**src/sv/ccks_pkg.sv**
```systemverilog
// Shared types and constants for the ChaCha20 keystream XOR block
package ccks_pkg;

    localparam int BLOCK_BYTES = 64;
    localparam int POS_W       = 7;    // holds 0..64
    localparam int ROUND_STEPS = 80;   // 20 rounds, four add/xor/rotate steps each
    localparam int STEP_W      = $clog2(ROUND_STEPS);
    localparam int CFG_IDX_W   = 3;
    localparam int CFG_DATA_W  = 64;

    // configuration register indexes
    localparam logic [CFG_IDX_W-1:0] CFG_KEY_PART_0   = 3'd0;
    localparam logic [CFG_IDX_W-1:0] CFG_KEY_PART_1   = 3'd1;
    localparam logic [CFG_IDX_W-1:0] CFG_KEY_PART_2   = 3'd2;
    localparam logic [CFG_IDX_W-1:0] CFG_KEY_PART_3   = 3'd3;
    localparam logic [CFG_IDX_W-1:0] CFG_NONCE_LOWER  = 3'd4;
    localparam logic [CFG_IDX_W-1:0] CFG_NONCE_UPPER  = 3'd5;
    localparam logic [CFG_IDX_W-1:0] CFG_START_COUNTER = 3'd6;

    // "expand 32-byte k", little-endian words
    localparam logic [31:0] SIGMA [4] = '{
        32'h61707865, 32'h3320646e, 32'h79622d32, 32'h6b206574
    };

    typedef enum logic [1:0] {
        ST_IDLE,
        ST_ROUND,
        ST_ADD,
        ST_EMIT
    } t_state;

    // controller to datapath
    typedef struct packed {
        logic       load;       // capture byte, load block input state
        logic       step;       // one round step
        logic       diag;       // diagonal round when set
        logic [1:0] sub;        // step within the quarter round
        logic       add;        // add input state back, bump counter
        logic       emit_in;    // result from the incoming byte
        logic       emit_held;  // result from the captured byte
    } t_cmd;

    // datapath to controller
    typedef struct packed {
        logic pos_full;         // block used up
    } t_status;

endpackage

```
**src/sv/ccks_ctrl.sv**
```systemverilog
// ChaCha20 controller: handshakes, round sequencing and output valid
module ccks_ctrl (
    input  logic              i_clk,
    input  logic              i_rst_n,
    input  logic              i_in_valid,
    output logic              o_in_stall,
    output logic              o_out_valid,
    input  logic              i_out_stall,
    input  ccks_pkg::t_status i_status,
    output ccks_pkg::t_cmd    o_cmd
);

    ccks_pkg::t_state              r_state, n_state;
    logic [ccks_pkg::STEP_W-1:0]   r_step, n_step;
    logic                          r_out_valid, n_out_valid;
    logic                          out_free;
    logic                          accept;

    // output register can take a word this cycle
    assign out_free = !r_out_valid || !i_out_stall;
    assign accept   = (r_state == ccks_pkg::ST_IDLE) && i_in_valid && out_free;

    always_ff @(posedge i_clk) begin
        if (!i_rst_n) begin
            r_state     <= ccks_pkg::ST_IDLE;
            r_step      <= '0;
            r_out_valid <= 1'b0;
        end else begin
            r_state     <= n_state;
            r_step      <= n_step;
            r_out_valid <= n_out_valid;
        end
    end

    // next state and commands
    always_comb begin
        n_state = r_state;
        n_step  = r_step;
        o_cmd   = '0;
        case (r_state)
            ccks_pkg::ST_IDLE: begin
                if (accept) begin
                    if (i_status.pos_full) begin
                        o_cmd.load = 1'b1;
                        n_step     = '0;
                        n_state    = ccks_pkg::ST_ROUND;
                    end else begin
                        o_cmd.emit_in = 1'b1;
                    end
                end
            end
            ccks_pkg::ST_ROUND: begin
                o_cmd.step = 1'b1;
                o_cmd.sub  = r_step[1:0];
                o_cmd.diag = r_step[2];
                n_step     = r_step + ccks_pkg::STEP_W'(1);
                if (r_step == ccks_pkg::STEP_W'(ccks_pkg::ROUND_STEPS - 1)) begin
                    n_state = ccks_pkg::ST_ADD;
                end
            end
            ccks_pkg::ST_ADD: begin
                o_cmd.add = 1'b1;
                n_state   = ccks_pkg::ST_EMIT;
            end
            ccks_pkg::ST_EMIT: begin
                if (out_free) begin
                    o_cmd.emit_held = 1'b1;
                    n_state         = ccks_pkg::ST_IDLE;
                end
            end
            default: n_state = ccks_pkg::ST_IDLE;
        endcase

        // result word held until taken
        if (o_cmd.emit_in || o_cmd.emit_held) begin
            n_out_valid = 1'b1;
        end else if (!i_out_stall) begin
            n_out_valid = 1'b0;
        end else begin
            n_out_valid = r_out_valid;
        end
    end

    assign o_in_stall  = !((r_state == ccks_pkg::ST_IDLE) && out_free);
    assign o_out_valid = r_out_valid;

endmodule

```
**config.mk**
```make
export PLATFORM = sky130hd
export DESIGN_NAME = ccks_ctrl
export DESIGN_NICKNAME = d
export VERILOG_FILES = /design/src/sv/ccks_pkg.sv /design/src/sv/ccks_ctrl.sv
export SDC_FILE = /design/constraint.sdc
export NUM_CORES = 1
export LEC_CHECK = 0
export BUFFER_PORTS_ARGS = -buffer_cell sky130_fd_sc_hd__buf_2
export CAP_MARGIN = 20
export CORE_AREA = 3 3 40 42
export DETAILED_ROUTE_END_ITERATION = 12
export DIE_AREA = 0 0 43 45
export GPL_TIMING_DRIVEN = 0
export PLACE_DENSITY = 0.74
export SYNTH_ARGS = -nofsm -noshare
export SYNTH_HDL_FRONTEND = slang
export SYNTH_SLANG_ARGS = --single-unit
export TNS_END_PERCENT = 1
```
**constraint.sdc**
```tcl
create_clock -name i_clk -period 2.6 [get_ports i_clk]
set_input_delay 0.26 -clock i_clk [delete_from_list [all_inputs] [get_ports i_clk]]
set_output_delay 0.26 -clock i_clk [all_outputs]
set_load 0.01 [all_outputs]
```
==> results_dict.tcl <==
set metrics [dict create \
    gp_congestion 0.717 \
    yosys_register_bits 10 \
    crit_path_max_incr_delay_ns 0.35 \
    layout.nets 108 \
    rows 13 \
    syn_area_um2 659 \
    outcome "finished clean" \
    syn_area_per_cell_um2 8.45 \
    rsz0062_at_grt "no" \
    maxCapViolCount 0 \
    cts_resized 0 \
    cts_tree "yes" \
    max-vdd-ir-drop_v 0.000407 \
    pwr_density_cell_nw_per_um2 758 \
    antenna_found_initial 0 \
    die-area_um2 1940 \
    ys_types 33 \
    dp_hpwl_mm 1.05 \
    wl_mm 1.43 \
    overflow 0 \
    relSlewSlack_pct 59.1 \
    crit_required_ns 2.34 \
    clock-sinks 10 \
    fillers 110 \
    post-route-period-util_pct 67.6 \
    ff2ff_path_depth 6 \
    track_usage_pct 16.5 \
    critPathSlowestCell "dfxtp_1" \
    seq_power_share_pct 32.1 \
    ioPinCount 15 \
    initial_core_util_pct 51.3 \
    grt_pass1_vias 539 \
    via_count 634 \
    finalMaxSlewViolations 0 \
    crit_path_max_fanout 7 \
    power.clock.fraction_pct 24.3 \
    cp-end-kind "output pin" \
    antenna_cells 0 \
    hold_path.class "in -> reg" \
    multi_input_area_um2 435 \
    crit_path_start_kind "flop" \
    drtAntennaViolNets 0 \
    fin_cells 111 \
    finalSetupViolCount 0 \
    insertion_delay_ns 0.27 \
    die_y_um 45 \
    p_int_uw 359 \
    numCtsBuffers 3 \
    hold_violations 0 \
    clockBufferDepth 2 \
    core_um2 1280 \
    pre_cts_ws_ns 0.840 \
    p_sw_share_pct 39.5 \
    drt_iter0_markers 22 \
    p_sw_uw 235 \
    synth_nets 89 \
    critPathKind "reg -> out" \
    drive_gt1_share_pct 26.0 \
    tightest_slew_ns 0.605 \
    dr.pass1.iters 4 \
    fin_crit_ns 1.76 \
    combPwrFrac_pct 43.5 \
    htree_levels 1 \
    ys_warn_count 0 \
    grt_max_degree 11 \
    tns_ns 0 \
    wire_per_inst_um 12.9 \
    cts-root-buf "clkbuf_4" \
    p_leak_nw 0.341 \
    io_buffers 14 \
    worstPathArrival_ns 1.50 \
    synth-seq-area-share_pct 30.4 \
    fp.dieW_um 43 \
    async_reset_ff_share_pct 0 \
    setup_ws_ns 0.841 \
    syn-instance-count 78 \
    fmax_mhz 569 \
    vias_per_cell 5.71 \
    postCtsHoldBufs 0 \
    grt_pass1_wl_mm 2.39 \
    seq_area_um2 200 \
    drc 0 \
    cts_setup_buffers 0 \
    area_growth_pct 19.0 \
    finalClockSkew_ns 0.00281 \
    ys.flop_type "dfxtp_1" \
    dp.cells 107 \
    synth_edf_count 0 \
    whs_path_depth 3 \
    path_cells "inv_1, ha_1, nand2_1, nor3b_1, buf_2" \
    clk_pin_slew_ns 0.07 \
]
-- synthesized netlist by cell type (2+ instances only) --
cell type / instances / share of area (%)
a21boi_1: 3 / 3.4
a31oi_1: 3 / 2.8
and2_1: 4 / 3.8
dfxtp_1: 10 / 30
ha_1: 6 / 11
inv_1: 2 / 1.1
mux2i_1: 2 / 3.0
nand2_1: 11 / 6.3
nand3_1: 3 / 2.3
nor2_1: 4 / 2.3
nor2b_1: 2 / 1.9
o21ai_0: 7 / 5.3
-- kinds of logic after synthesis --
| family | share of synthesized area (%) |
|---|---|
| flip-flops | 30.4 |
| buffers and inverters | 3.60 |
| AND/OR/NAND/NOR | 28.7 |
| adder cells (fa/ha/maj) | 11.4 |
| multiplexers | 3.04 |
| AO/OA/AOI/OAI | 23.0 |
-- critical path, delay by kind of cell, from the launching register on --
family | cells | cell delay (ns)
flops | 1 | 0.35
simple gates | 2 | 0.31
buf+inv | 2 | 0.27
fa+ha+maj | 1 | 0.31
-- flip-flops by register name, summed over array words and instances, names as in the netlist --
signal,cells
o_out_valid,1
r_step,7
r_state,2
-- area by class of cell --
cell class / instances / area share [%]
Buffer: 2 / 1.44
Clock buffer: 4 / 4.63
Inverter: 3 / 1.59
Multi-Input combinational cell: 63 / 55.5
Sequential cell: 10 / 25.5
Tap cell: 15 / 2.39
Timing Repair Buffer: 14 / 8.93
-- layer usage --
metal	share of wire (%)	global-route usage (%)	vias to the layer above
met3	3.3	4.78	5
li1	-	-	318
met2	47	26.0	11
met4	2.0	9.04	0
met5	0	0	-
met1	48	20.2	300
-- power groups by stage --
stage,sequential (mW),clock [mW],combinational [mW]
3_5_place_dp,0.194,0,0.261
2_1_floorplan,0.190,0,0.189
5_1_grt,0.194,0.157,0.289
3_3_place_gp,0.193,0,0.254
4_1_cts,0.191,0.148,0.261
6_report,0.191,0.145,0.259
-- cells in the final DEF (no fill, tap or decap), drive strengths merged, types with 2 or more instances in the layout --
master  instances
and2            5
o21ai           9
mux2i           2
buf            15
clkbuf          5
inv             2
and3            2
nor2b           2
ha              6
a21boi          3
a31oi           3
nand3           3
nor2            4
dfxtp          10
nand2          11
-- path summary, 6_finish.rpt --
path                                start  slack [ns]                       to
setup / recovery  r_state[0]$_SDFFE_PN0P_        0.84                 o_cmd[1]
hold / removal                    i_rst_n        0.27  r_state[0]$_SDFFE_PN0P_
setup reg to reg  r_state[1]$_SDFFE_PN0P_        0.84   r_step[6]$_SDFFE_PN0P_
hold reg to reg    r_step[6]$_SDFFE_PN0P_        0.50   r_step[6]$_SDFFE_PN0P_
-- through the flow --
step                hold WS, ns  power, mW  instance area [µm²]  util [%]
floorplan                 0.410      0.379                  659         -
global placement          0.478      0.447                  748      58.2
detailed placement        0.490      0.455                  748      58.2
CTS                       0.263      0.600                  785      61.1
global route              0.265      0.640                  785      61.1
finish                    0.267      0.594                  785      61.1
Note: power is estimated with default switching activity, not from simulation.
